--- src/hw/rtl/u8ld_pkg.sv ---
// u8ld_pkg: shared types and constants for the lenient utf-8 decoder
// request structs, controller state, command and status groups
// no dependencies
`default_nettype none

package u8ld_pkg;

    // field widths
    localparam int unsigned C_BYTE_W    = 8;
    localparam int unsigned C_CODE_W    = 23;
    localparam int unsigned C_MAX_RES   = 4;

    // byte class boundaries
    localparam logic [7:0] C_FOLLOW_MIN = 8'h80;
    localparam logic [7:0] C_LEAD2_BASE = 8'hC0;
    localparam logic [7:0] C_LEAD3_BASE = 8'hE0;
    localparam logic [7:0] C_LEAD4_BASE = 8'hF0;

    // value emitted for a bad sequence in replace mode
    localparam logic [C_CODE_W-1:0] C_REPLACEMENT = 23'h00FFFD;

    // error_mode codes
    localparam logic MODE_REPLACE = 1'b0;
    localparam logic MODE_SKIP    = 1'b1;

    // input request
    typedef struct packed {
        logic [C_BYTE_W-1:0] text_byte;
        logic                final_byte;
    } t_in_item;

    // output request
    typedef struct packed {
        logic [C_CODE_W-1:0] code_value;
        logic                has_value;
        logic                end_of_string;
    } t_out_item;

    // controller states
    typedef enum logic [1:0] {
        ST_IDLE,
        ST_RUN,
        ST_DRAIN
    } t_state;

    // controller to datapath
    typedef struct packed {
        logic load;
        logic step;
        logic pop;
    } t_cmd;

    // datapath to controller
    typedef struct packed {
        logic work_done;
        logic drain_empty;
        logic drain_last;
        logic out_free;
    } t_status;

endpackage : u8ld_pkg

`default_nettype wire

--- src/hw/rtl/u8ld_ctrl.sv ---
// u8ld_ctrl: sequencer for the lenient utf-8 decoder
// walks load, decode steps and result drain; depends on u8ld_pkg
`default_nettype none

module u8ld_ctrl (
    input  wire                    i_clk,
    input  wire                    i_rst_n,
    input  wire                    i_in_valid,
    output logic                   o_in_stall,
    input  wire u8ld_pkg::t_status i_status,
    output u8ld_pkg::t_cmd         o_cmd
);
    import u8ld_pkg::*;

    t_state r_state;
    t_state n_state;

    // state register
    always_ff @(posedge i_clk) begin
        if (!i_rst_n) begin
            r_state <= ST_IDLE;
        end else begin
            r_state <= n_state;
        end
    end

    // next state and commands
    always_comb begin
        n_state    = r_state;
        o_cmd      = '0;
        o_in_stall = 1'b1;
        unique case (r_state)
            ST_IDLE: begin
                o_in_stall = 1'b0;
                if (i_in_valid) begin
                    o_cmd.load = 1'b1;
                    n_state    = ST_RUN;
                end
            end
            ST_RUN: begin
                if (i_status.work_done) begin
                    n_state = ST_DRAIN;
                end else begin
                    o_cmd.step = 1'b1;
                end
            end
            ST_DRAIN: begin
                if (i_status.drain_empty) begin
                    n_state = ST_IDLE;
                end else if (i_status.out_free) begin
                    o_cmd.pop = 1'b1;
                    if (i_status.drain_last) begin
                        n_state = ST_IDLE;
                    end
                end
            end
            default: begin
                n_state = ST_IDLE;
            end
        endcase
    end

endmodule : u8ld_ctrl

`default_nettype wire

--- src/hw/rtl/u8ld_datapath.sv ---
// u8ld_datapath: byte queue, open-sequence registers, result buffer, output register
// one decode step per cycle on command; depends on u8ld_pkg
`default_nettype none

module u8ld_datapath (
    input  wire                     i_clk,
    input  wire                     i_rst_n,
    input  wire u8ld_pkg::t_cmd     i_cmd,
    output u8ld_pkg::t_status       o_status,
    input  wire u8ld_pkg::t_in_item i_in_data,
    input  wire                     i_cfg_valid,
    input  wire                     i_cfg_data,
    input  wire                     i_out_stall,
    output logic                    o_out_valid,
    output u8ld_pkg::t_out_item     o_out_data
);
    import u8ld_pkg::*;

    // configuration
    logic                r_mode;

    // open sequence
    logic [7:0]          r_held [4];
    logic [2:0]          r_hc;
    logic [2:0]          r_nl;
    logic                r_bad;
    logic [C_CODE_W-1:0] r_val;

    // pending bytes, head at entry 0
    logic [7:0]          r_q [4];
    logic [2:0]          r_qlen;
    logic                r_final;

    // result buffer and drain
    logic [C_CODE_W-1:0] r_res [4];
    logic [2:0]          r_rcount;
    logic [1:0]          r_didx;
    logic                r_out_valid;
    t_out_item           r_out;

    // step values
    logic                have_byte;
    logic [7:0]          b;
    logic [7:0]          held_w [4];
    logic [2:0]          hc_w;
    logic                bad_w;
    logic [C_CODE_W-1:0] val_w;
    logic [7:0]          qr [4];
    logic [2:0]          qr_len;
    logic [2:0]          k3;
    logic [1:0]          k;
    logic [7:0]          hs [4];
    logic [7:0]          rq [4];
    logic [2:0]          rq_len;
    logic [1:0]          ridx;
    logic [7:0]          lead_base;

    logic [7:0]          n_held [4];
    logic [2:0]          n_hc;
    logic [2:0]          n_nl;
    logic                n_bad;
    logic [C_CODE_W-1:0] n_val;
    logic [7:0]          n_q [4];
    logic [2:0]          n_qlen;
    logic                do_emit;
    logic [C_CODE_W-1:0] emit_val;

    logic [2:0]          drain_total;
    logic [2:0]          didx_next;
    t_out_item           pop_item;

    // incoming byte joins the open sequence
    always_comb begin
        have_byte = (r_qlen != 3'd0);
        b         = r_q[0];
        for (int i = 0; i < 4; i++) begin
            held_w[i] = r_held[i];
        end
        hc_w  = r_hc;
        bad_w = r_bad;
        val_w = r_val;
        if (have_byte && (r_hc != 3'd0)) begin
            held_w[r_hc[1:0]] = b;
            hc_w  = r_hc + 3'd1;
            bad_w = r_bad | (b < C_FOLLOW_MIN);
            val_w = {r_val[C_CODE_W-7:0], 6'b0} + {{(C_CODE_W-7){1'b0}}, b[6:0]};
        end
    end

    // queue after the head is consumed, and the replay queue on failure
    always_comb begin
        for (int i = 0; i < 3; i++) begin
            qr[i] = have_byte ? r_q[i+1] : r_q[i];
            hs[i] = held_w[i+1];
        end
        qr[3]  = have_byte ? 8'h00 : r_q[3];
        hs[3]  = 8'h00;
        qr_len = have_byte ? (r_qlen - 3'd1) : r_qlen;
        k3     = hc_w - 3'd1;
        k      = k3[1:0];
        for (int i = 0; i < 4; i++) begin
            ridx = 2'(i) - k;
            rq[i] = (2'(i) < k) ? hs[i] : qr[ridx];
        end
        rq_len = k3 + qr_len;
    end

    // lead byte base
    always_comb begin
        priority if (b >= C_LEAD4_BASE) begin
            lead_base = C_LEAD4_BASE;
        end else if (b >= C_LEAD3_BASE) begin
            lead_base = C_LEAD3_BASE;
        end else begin
            lead_base = C_LEAD2_BASE;
        end
    end

    // one decode step
    always_comb begin
        logic do_fail;
        do_fail  = 1'b0;
        do_emit  = 1'b0;
        emit_val = '0;
        for (int i = 0; i < 4; i++) begin
            n_held[i] = held_w[i];
            n_q[i]    = qr[i];
        end
        n_hc   = hc_w;
        n_nl   = r_nl;
        n_bad  = bad_w;
        n_val  = val_w;
        n_qlen = qr_len;
        if (have_byte) begin
            if (r_hc == 3'd0) begin
                priority if (b < C_FOLLOW_MIN) begin
                    do_emit  = 1'b1;
                    emit_val = {{(C_CODE_W-8){1'b0}}, b};
                end else if (b < C_LEAD2_BASE) begin
                    do_emit  = (r_mode == MODE_REPLACE);
                    emit_val = C_REPLACEMENT;
                end else begin
                    n_held[0] = b;
                    n_hc      = 3'd1;
                    n_bad     = 1'b0;
                    n_val     = {{(C_CODE_W-8){1'b0}}, b - lead_base};
                    priority if (b >= C_LEAD4_BASE) begin
                        n_nl = 3'd4;
                    end else if (b >= C_LEAD3_BASE) begin
                        n_nl = 3'd3;
                    end else begin
                        n_nl = 3'd2;
                    end
                end
            end else if (bad_w) begin
                do_fail = (r_mode == MODE_REPLACE) || (hc_w >= r_nl);
            end else if (hc_w >= r_nl) begin
                do_emit  = 1'b1;
                emit_val = val_w;
                n_hc     = 3'd0;
                n_nl     = 3'd0;
            end
        end else begin
            // string ended with a sequence still open
            do_fail = 1'b1;
        end
        if (do_fail) begin
            n_hc = 3'd0;
            n_nl = 3'd0;
            if (r_mode == MODE_REPLACE) begin
                do_emit  = 1'b1;
                emit_val = C_REPLACEMENT;
                for (int i = 0; i < 4; i++) begin
                    n_q[i] = rq[i];
                end
                n_qlen = rq_len;
            end
        end
    end

    // drain bookkeeping
    always_comb begin
        drain_total = ((r_rcount == 3'd0) && r_final) ? 3'd1 : r_rcount;
        didx_next   = {1'b0, r_didx} + 3'd1;
        if (r_rcount == 3'd0) begin
            pop_item.code_value    = '0;
            pop_item.has_value     = 1'b0;
            pop_item.end_of_string = 1'b1;
        end else begin
            pop_item.code_value    = r_res[r_didx];
            pop_item.has_value     = 1'b1;
            pop_item.end_of_string = r_final && (didx_next == drain_total);
        end
    end

    // status to the controller
    always_comb begin
        o_status.work_done   = !have_byte && !(r_final && (r_hc != 3'd0));
        o_status.drain_empty = (drain_total == 3'd0);
        o_status.drain_last  = (didx_next == drain_total);
        o_status.out_free    = !r_out_valid || !i_out_stall;
    end

    // control registers
    always_ff @(posedge i_clk) begin
        if (!i_rst_n) begin
            r_mode      <= MODE_REPLACE;
            r_hc        <= 3'd0;
            r_nl        <= 3'd0;
            r_bad       <= 1'b0;
            r_qlen      <= 3'd0;
            r_final     <= 1'b0;
            r_rcount    <= 3'd0;
            r_didx      <= 2'd0;
            r_out_valid <= 1'b0;
        end else begin
            if (i_cfg_valid) begin
                r_mode <= i_cfg_data;
            end
            if (i_cmd.load) begin
                r_qlen   <= 3'd1;
                r_final  <= i_in_data.final_byte;
                r_rcount <= 3'd0;
                r_didx   <= 2'd0;
            end
            if (i_cmd.step) begin
                r_hc   <= n_hc;
                r_nl   <= n_nl;
                r_bad  <= n_bad;
                r_qlen <= n_qlen;
                if (do_emit && (r_rcount < 3'(C_MAX_RES))) begin
                    r_rcount <= r_rcount + 3'd1;
                end
            end
            if (i_cmd.pop) begin
                r_didx      <= r_didx + 2'd1;
                r_out_valid <= 1'b1;
            end else if (r_out_valid && !i_out_stall) begin
                r_out_valid <= 1'b0;
            end
        end
    end

    // payload registers
    always_ff @(posedge i_clk) begin
        if (i_cmd.load) begin
            r_q[0] <= i_in_data.text_byte;
        end
        if (i_cmd.step) begin
            for (int i = 0; i < 4; i++) begin
                r_held[i] <= n_held[i];
                r_q[i]    <= n_q[i];
            end
            r_val <= n_val;
            if (do_emit && (r_rcount < 3'(C_MAX_RES))) begin
                r_res[r_rcount[1:0]] <= emit_val;
            end
        end
        if (i_cmd.pop) begin
            r_out <= pop_item;
        end
    end

    assign o_out_valid = r_out_valid;
    assign o_out_data  = r_out;

endmodule : u8ld_datapath

`default_nettype wire

--- src/hw/rtl/utf8_lenient_decoder_unit.sv ---
// order: accept the byte, then one decode step for each byte fed (replayed bytes again,
// plus one for closing a cut-off sequence), a finishing check, then one pop per result
// flow: one byte at a time; a new byte is taken only after the last one's results drain
// reset: synchronous active low, clears mode, open sequence, queue and output valid
`default_nettype none

module utf8_lenient_decoder_unit (
    input  wire                     i_clk,
    input  wire                     i_rst_n,
    input  wire                     i_in_valid,
    output logic                    o_in_stall,
    input  wire u8ld_pkg::t_in_item i_in_data,
    output logic                    o_out_valid,
    input  wire                     i_out_stall,
    output u8ld_pkg::t_out_item     o_out_data,
    input  wire                     i_cfg_valid,
    output logic                    o_cfg_ready,
    input  wire                     i_cfg_data
);
    import u8ld_pkg::*;

    t_cmd    cmd;
    t_status status;

    // mode register takes writes at any time
    assign o_cfg_ready = 1'b1;

    // sequencer
    u8ld_ctrl u_ctrl (
        .i_clk      (i_clk),
        .i_rst_n    (i_rst_n),
        .i_in_valid (i_in_valid),
        .o_in_stall (o_in_stall),
        .i_status   (status),
        .o_cmd      (cmd)
    );

    // decode datapath
    u8ld_datapath u_dp (
        .i_clk       (i_clk),
        .i_rst_n     (i_rst_n),
        .i_cmd       (cmd),
        .o_status    (status),
        .i_in_data   (i_in_data),
        .i_cfg_valid (i_cfg_valid && o_cfg_ready),
        .i_cfg_data  (i_cfg_data),
        .i_out_stall (i_out_stall),
        .o_out_valid (o_out_valid),
        .o_out_data  (o_out_data)
    );

`ifndef SYNTH
    // a result is never loaded over one still waiting
    a_no_overwrite: assert property (@(posedge i_clk) disable iff (!i_rst_n)
        cmd.pop |-> !(o_out_valid && i_out_stall))
        else $error("result register overwritten while stalled");

    // a loaded result shows up next cycle
    a_pop_valid: assert property (@(posedge i_clk) disable iff (!i_rst_n)
        cmd.pop |=> o_out_valid)
        else $error("popped result not presented");

    // a new request is loaded only on an accepted input
    a_load_accept: assert property (@(posedge i_clk) disable iff (!i_rst_n)
        cmd.load |-> (i_in_valid && !o_in_stall))
        else $error("load without accepted request");

    // decode, load and drain never overlap
    a_cmd_excl: assert property (@(posedge i_clk) disable iff (!i_rst_n)
        $onehot0({cmd.load, cmd.step, cmd.pop}))
        else $error("overlapping datapath commands");
`endif

endmodule : utf8_lenient_decoder_unit

`default_nettype wire

--- config.mk ---
export PLATFORM = sky130hd
export DESIGN_NAME = utf8_lenient_decoder_unit
export DESIGN_NICKNAME = d
export VERILOG_FILES = /design/src/hw/rtl/u8ld_pkg.sv /design/src/hw/rtl/u8ld_ctrl.sv /design/src/hw/rtl/u8ld_datapath.sv /design/src/hw/rtl/utf8_lenient_decoder_unit.sv
export SDC_FILE = /design/constraint.sdc
export NUM_CORES = 1
export LEC_CHECK = 0
export ABC_AREA = 1
export BUFFER_PORTS_ARGS = -buffer_cell sky130_fd_sc_hd__buf_2
export CORE_MARGIN = 2
export CORE_UTILIZATION = 60
export DETAILED_ROUTE_END_ITERATION = 10
export PLACE_DENSITY = 0.76
export SLEW_MARGIN = 20
export SYNTH_ARGS = -nofsm -noshare
export SYNTH_HDL_FRONTEND = slang
export SYNTH_SLANG_ARGS = --single-unit
--- constraint.sdc ---
create_clock -name i_clk -period 5.8 [get_ports i_clk]
set_clock_uncertainty 0.15 [all_clocks]
set_input_delay 0.58 -clock i_clk [delete_from_list [all_inputs] [get_ports i_clk]]
set_output_delay 0.58 -clock i_clk [all_outputs]
set_load 0.03 [all_outputs]
Word level (Yosys, flattened, before mapping)
Memories as Yosys holds them, arrays and structs flattened. A register that Yosys moved wholly into a read port is not among the register bits.
Cells that the tools add are included.

cells by class
  add/sub/neg operators = 13
  $mul = 0
  div/mod/pow operators = 0
  $lt $le $gt $ge = 16
  eq/ne operators = 10
  shift operators = 0
  multiplexer cells = 114
  bitwise logic cells = 8
  reduce and logical (&&, ||, !) cells = 27

operators by type and width
  kind                                                      count
  two-way mux 23 bit                                        12
  two-way mux 8 bit                                         23
  two-way mux 32 bit                                        3
  two-way mux 3 bit                                         25
  binary-select mux 8 bit (select 2 bit)                    4
  two-way mux 1 bit                                         34
  bitwise mux 32 bit                                        1
  adder 23 x 7 -> 23 bit                                    1
  demux 8 bit (select 2 bit)                                1
  greater-or-equal comparator 8 bit, second input constant  2
  less-than comparator 8 bit, second input constant         2
  two-way mux 16 bit                                        1
  two-way mux 2 bit                                         8
  greater-or-equal comparator 3 bit, second input constant  5
  inequality test 3 bit, second input constant              5
  inverter 2 -> 3 bit                                       5
  zero test 3 bit                                           3
  nonzero test 3 bit                                        3
  logical AND 1 bit                                         8
  nonzero test 2 bit                                        4
  subtractor 8 bit                                          1
  adder 3 x 1 -> 3 bit, second input constant               2
  two-way mux 6 bit                                         1
  case mux 2 bit (3 select lines)                           1
  22 further kinds                                          33

storage, ports and cells
  register bits after elaboration = 45
  bits in latches = 0
  bits in writable memories = 156
  ROM bits = 0
  logic and storage cells = 204
  memories = 3

memory list
  name         depth  bits a word  rd ports  clocked after Yosys merged registers in  write ports  RTL line             source
  u_dp.r_res   4      23           1         1                                        1            u8ld_datapath.sv:35  logic [C_CODE_W-1:0] r_res [4];
  u_dp.r_held  4      8            4         0                                        4            u8ld_datapath.sv:23  logic [7:0] r_held [4];
  u_dp.r_q     4      8            4         0                                        4            u8ld_datapath.sv:30  logic [7:0] r_q [4];

Longest topological paths before layout
  depth in word-level cells = 14
  depth in mapped cells = 22
  gate-level depth less buffers = 20

By module
From an unflattened synthesis, not the netlist that was laid out.

unflattened totals
  cell total of the unflattened synthesis = 1252
  area, all modules = 11198.2 µm²

modules (own cells, without submodules)
  module                     instances  cells an instance  area each (µm²)  sequential area each (µm²)
  u8ld_datapath              1          1224               11036.8          6246.0
  u8ld_ctrl                  1          26                 150.1            40.0
  utf8_lenient_decoder_unit  1          2                  11.3             0.0

Least setup slack after synthesis
No wires, ideal clock.

  kind = reg2reg
  from = register u_dp.r_hc[0]
  to = memory u_dp.r_res[0][0], enable pin
  data arrival time = 3488 ps
  setup slack = 1760 ps
  stages on the path, launching flop included = 18
  period minus slack after synthesis = 4040 ps
  cell sequence = dfxtp_1 > inv_1 > clkbuf_1 > ha_1 > nand2_8 > nand2_4 > buf_6 > o21ai_1 > buf_2 > ha_1 > nand3_1 > nand3_1 > nand3_2 > nand2_4 > nand2_4 > nand2_1 > nand2_1 > nor2_1

between the ends
  longest elaborated chain between the ends = 14
  elaborated cells between the ends (all ways) = 26

ends and longest elaborated chain
  item                                                                           RTL line              source
  start, declared                                                                u8ld_datapath.sv:24   logic [2:0] r_hc;
  start signal, assigned                                                         u8ld_datapath.sv:227  r_hc <= n_hc;
  parallel branches: the longest is 12 deep, another holds adder 3 x 1 -> 3 bit  n/a
  two-way mux 1 bit *                                                            u8ld_datapath.sv:249  if (i_cmd.step) begin
  two-way mux 1 bit (not written as such) *                                      u8ld_datapath.sv:256  r_res[r_rcount[1:0]] <= emit_val;
  end, declared                                                                  u8ld_datapath.sv:35

Every way passes the cells marked *.

Worst setup path after layout
  from = register u_dp.r_hc[0]
  to = register u_dp.r_qlen[2]

between the ends
  longest elaborated chain between the ends = 10
  elaborated cells between the ends (all ways) = 22

ends and longest elaborated chain
  item                                                                           RTL line              source
  parallel branches: the longest is 10 deep, another holds adder 3 x 1 -> 3 bit  n/a
  end signal, assigned                                                           u8ld_datapath.sv:230  r_qlen <= n_qlen;
  end, declared                                                                  u8ld_datapath.sv:31   logic [2:0] r_qlen;

Several ways; the timed one is not identified.
A chain may end at the register's enable or synchronous reset.

==> metrics <==
Pins Over Slew Limit=0; Post-synth EDFFs=196; Setup crit start kind=flip-flop; Hold Vio Cnt, Final=0; Synth Register Bits=216; P per Cell Area=306 nW/um^2; top post-synthesis cells by count=nand2_1, edfxtp_1, nor2_1, o21ai_0, inv_1; Synth Area per Inst=8.85 um^2; H-tree Lvls=1; synthesized area=11400 um^2; remaining antenna violation count=0; initial antenna violation count=0; CTS sink cnt=216; Core Box Area=18600 um^2; critical path's slowest cell=o21ai_1; Net Count, Synth=1323; GRT Util Overall=27.2%; post-CTS setup buffer count=0; CP Cell Sequence=inv_1, ha_1, nand2_8, nand2_4, o21ai_1, clkinv_1, ha_1, inv_2, fa_1, xnor2_1, nand3_1, nand2_1, nand3_1, nand2_1, nand3_1, a21oi_1; WP buf/inv=3; vias in the first global route=8137; Nets=1334; slew margin rel.=33.1%; DR WL/cell=17.7 um; Worst-path clk slew=60 ps; fin crit period=5110 ps; status=finished clean; Hold WC Path Type=primary input to flip-flop; Starting Density=60.9%; Initial DRC Count=1034; Port Buf Inserts=41; Num CTS Buffers=23; worst-margin pin slew=1000 ps; Synth area leader=edfxtp_1; pin count of the biggest net entering global routing=51; Largest stage delay, worst path=750 ps; Worst Path Max Fanout=29; layout cells sized above 1=9.53%; max frequency=196 MHz; Post-CTS Resized=0; CP delay by family, top=adder cells; GR Overflow Total=0; WP data arrival=5410 ps; WS Path Type=flip-flop to flip-flop; drt first pass iters=5; Area growth syn-to-layout=8.76%; Yosys top cell area share=51.8%; sequential share of the synthesized area=55.4%; first-pass GRT wire length=42900 um; count leader, synth=nand2_1; Die H=142 um; Die W=142 um; CTS Buffer Depth=3; DRC violations left=0; Die ar.=20000 um^2; ranking of synthesized cells by area=edfxtp_1, nand2_1, nor2_1, o21ai_0, dfxtp_1; drt total wl=27300 um; setup_tns=0 ps; final setup fails=0; Root Driver=clkbuf_16; Async SR Flop Fraction=0%; unrepaired setup endpoints after global routing=false; Worst VDD drop=0.236 mV; RD Place Congestion=0.964; cell mode on critical path=nand3_1; Main synth FF type=edfxtp_1; final worst-path cycle share=88.1%; CP Data Required Time=6100 ps; # IOs=43; CTS tree=yes; # rows=50; Synth cell types=43; via count=8940; Leak Pwr=0.00483 uW; Syn Inst Count=1283; Via density=5.79; WHS=132 ps; Final HPWL DP=18200 um; worst-skew pair later-pin latency=540 ps; ant diodes=0; crit path capture type=flip-flop; Max-Cap Viols=0; cts hold-fix bufs=0; Yosys warnings=0
[final cells by class]
cell class,instances,area (um^2)
clock buffers,26,597
clock inverters,16,175
fillers,1516,6300
inverters,113,424
multi-input cells,893,4320
flip-flops and latches,216,6290
well taps,234,293
repair buffers,47,250
[flip-flops by register name (all words and copies together) (netlist names)]
name,cells
u_dp.o_out_valid,1
u_dp.r_res,92
u_dp.o_out_data,25
u_dp.r_hc,3
u_dp.r_final,1
u_dp.r_bad,1
u_dp.r_mode,1
u_dp.r_held,24
u_dp.r_qlen,3
u_ctrl.r_state,2
u_dp.r_nl,3
u_dp.r_val,23
u_dp.r_rcount,3
u_dp.r_didx,2
u_dp.r_q,32
[cells by family (layout without fill, tap and decap cells)]
family | after synthesis | count (layout) | share of synthesized area [%]
other cells | 1 | 1 | 0.0330
fa+ha+maj | 25 | 25 | 2.89
buf+inv | 174 | 202 | 6.62
mux | 1 | 1 | 0.0882
flops | 216 | 216 | 55.4
xor+xnor | 8 | 8 | 0.617
simple gates | 609 | 609 | 22.6
compound gates | 249 | 249 | 11.8
[tightest hold or removal path, cell delays in order]
cell and delay [ps]:
buf_2 70, a21oi_1 50, nor2_1 70
[path summary, 6_finish.rpt]
kind,startpoint,end,slack (ps),depth (start not counted)
setup reg to reg,u_dp.r_hc[0]$_SDFFE_PN0P_,u_dp.r_qlen[2]$_SDFFE_PN0P_,690,16
setup / recovery,u_dp.r_hc[0]$_SDFFE_PN0P_,u_dp.r_qlen[2]$_SDFFE_PN0P_,690,16
hold / removal,i_cfg_data,u_dp.r_mode$_SDFFE_PN0P_,130,3
hold reg to reg,u_dp.r_bad$_SDFFE_PN0P_,u_dp.r_bad$_SDFFE_PN0P_,340,2
[through the flow]
step,setup slack (ps),power [uW],instances,utilization [%],instance area [um^2]
after global routing,391,3910,1545,66.2,12300
after CTS,771,3780,1545,66.2,12300
after floorplan,1760,2180,1283,-,11400
after global placement,948,2300,1503,62.1,11600
after detailed placement,799,2300,1503,62.1,11600
final,691,3780,1545,66.2,12300
[power breakdown]
group	leakage, uW	total [uW]	switching, uW	internal [uW]
logic	0.00263	486	359	128
registers	0.00184	1800	25.0	1770
clock network	0.000368	1500	617	879
[routing by layer]
metal / GRT usage [%] / vias up / wire (um)
met3: 4.79 / 57 / 2140
met5: 0 / - / 0
met4: 7.89 / 0 / 697
met2: 42.4 / 397 / 12400
li1: - / 4377 / -
met1: 39.4 / 4109 / 12000
[placed cells by master, fill, tap and decap left out, drive strengths merged, types with 9 or more instances in the layout]
cell | Yosys | layout
a21oi | 69 | 69
a31oi | 16 | 16
buf | 36 | 47
clkbuf | 25 | 26
clkinv | 2 | 10
dfxtp | 20 | 20
edfxtp | 196 | 196
ha | 23 | 23
inv | 111 | 112
nand2 | 318 | 318
nand3 | 73 | 73
nand4 | 22 | 22
nor2 | 177 | 177
o21ai | 140 | 140
or2 | 9 | 9
No activity file was read; power rests on OpenSTA's default activity.
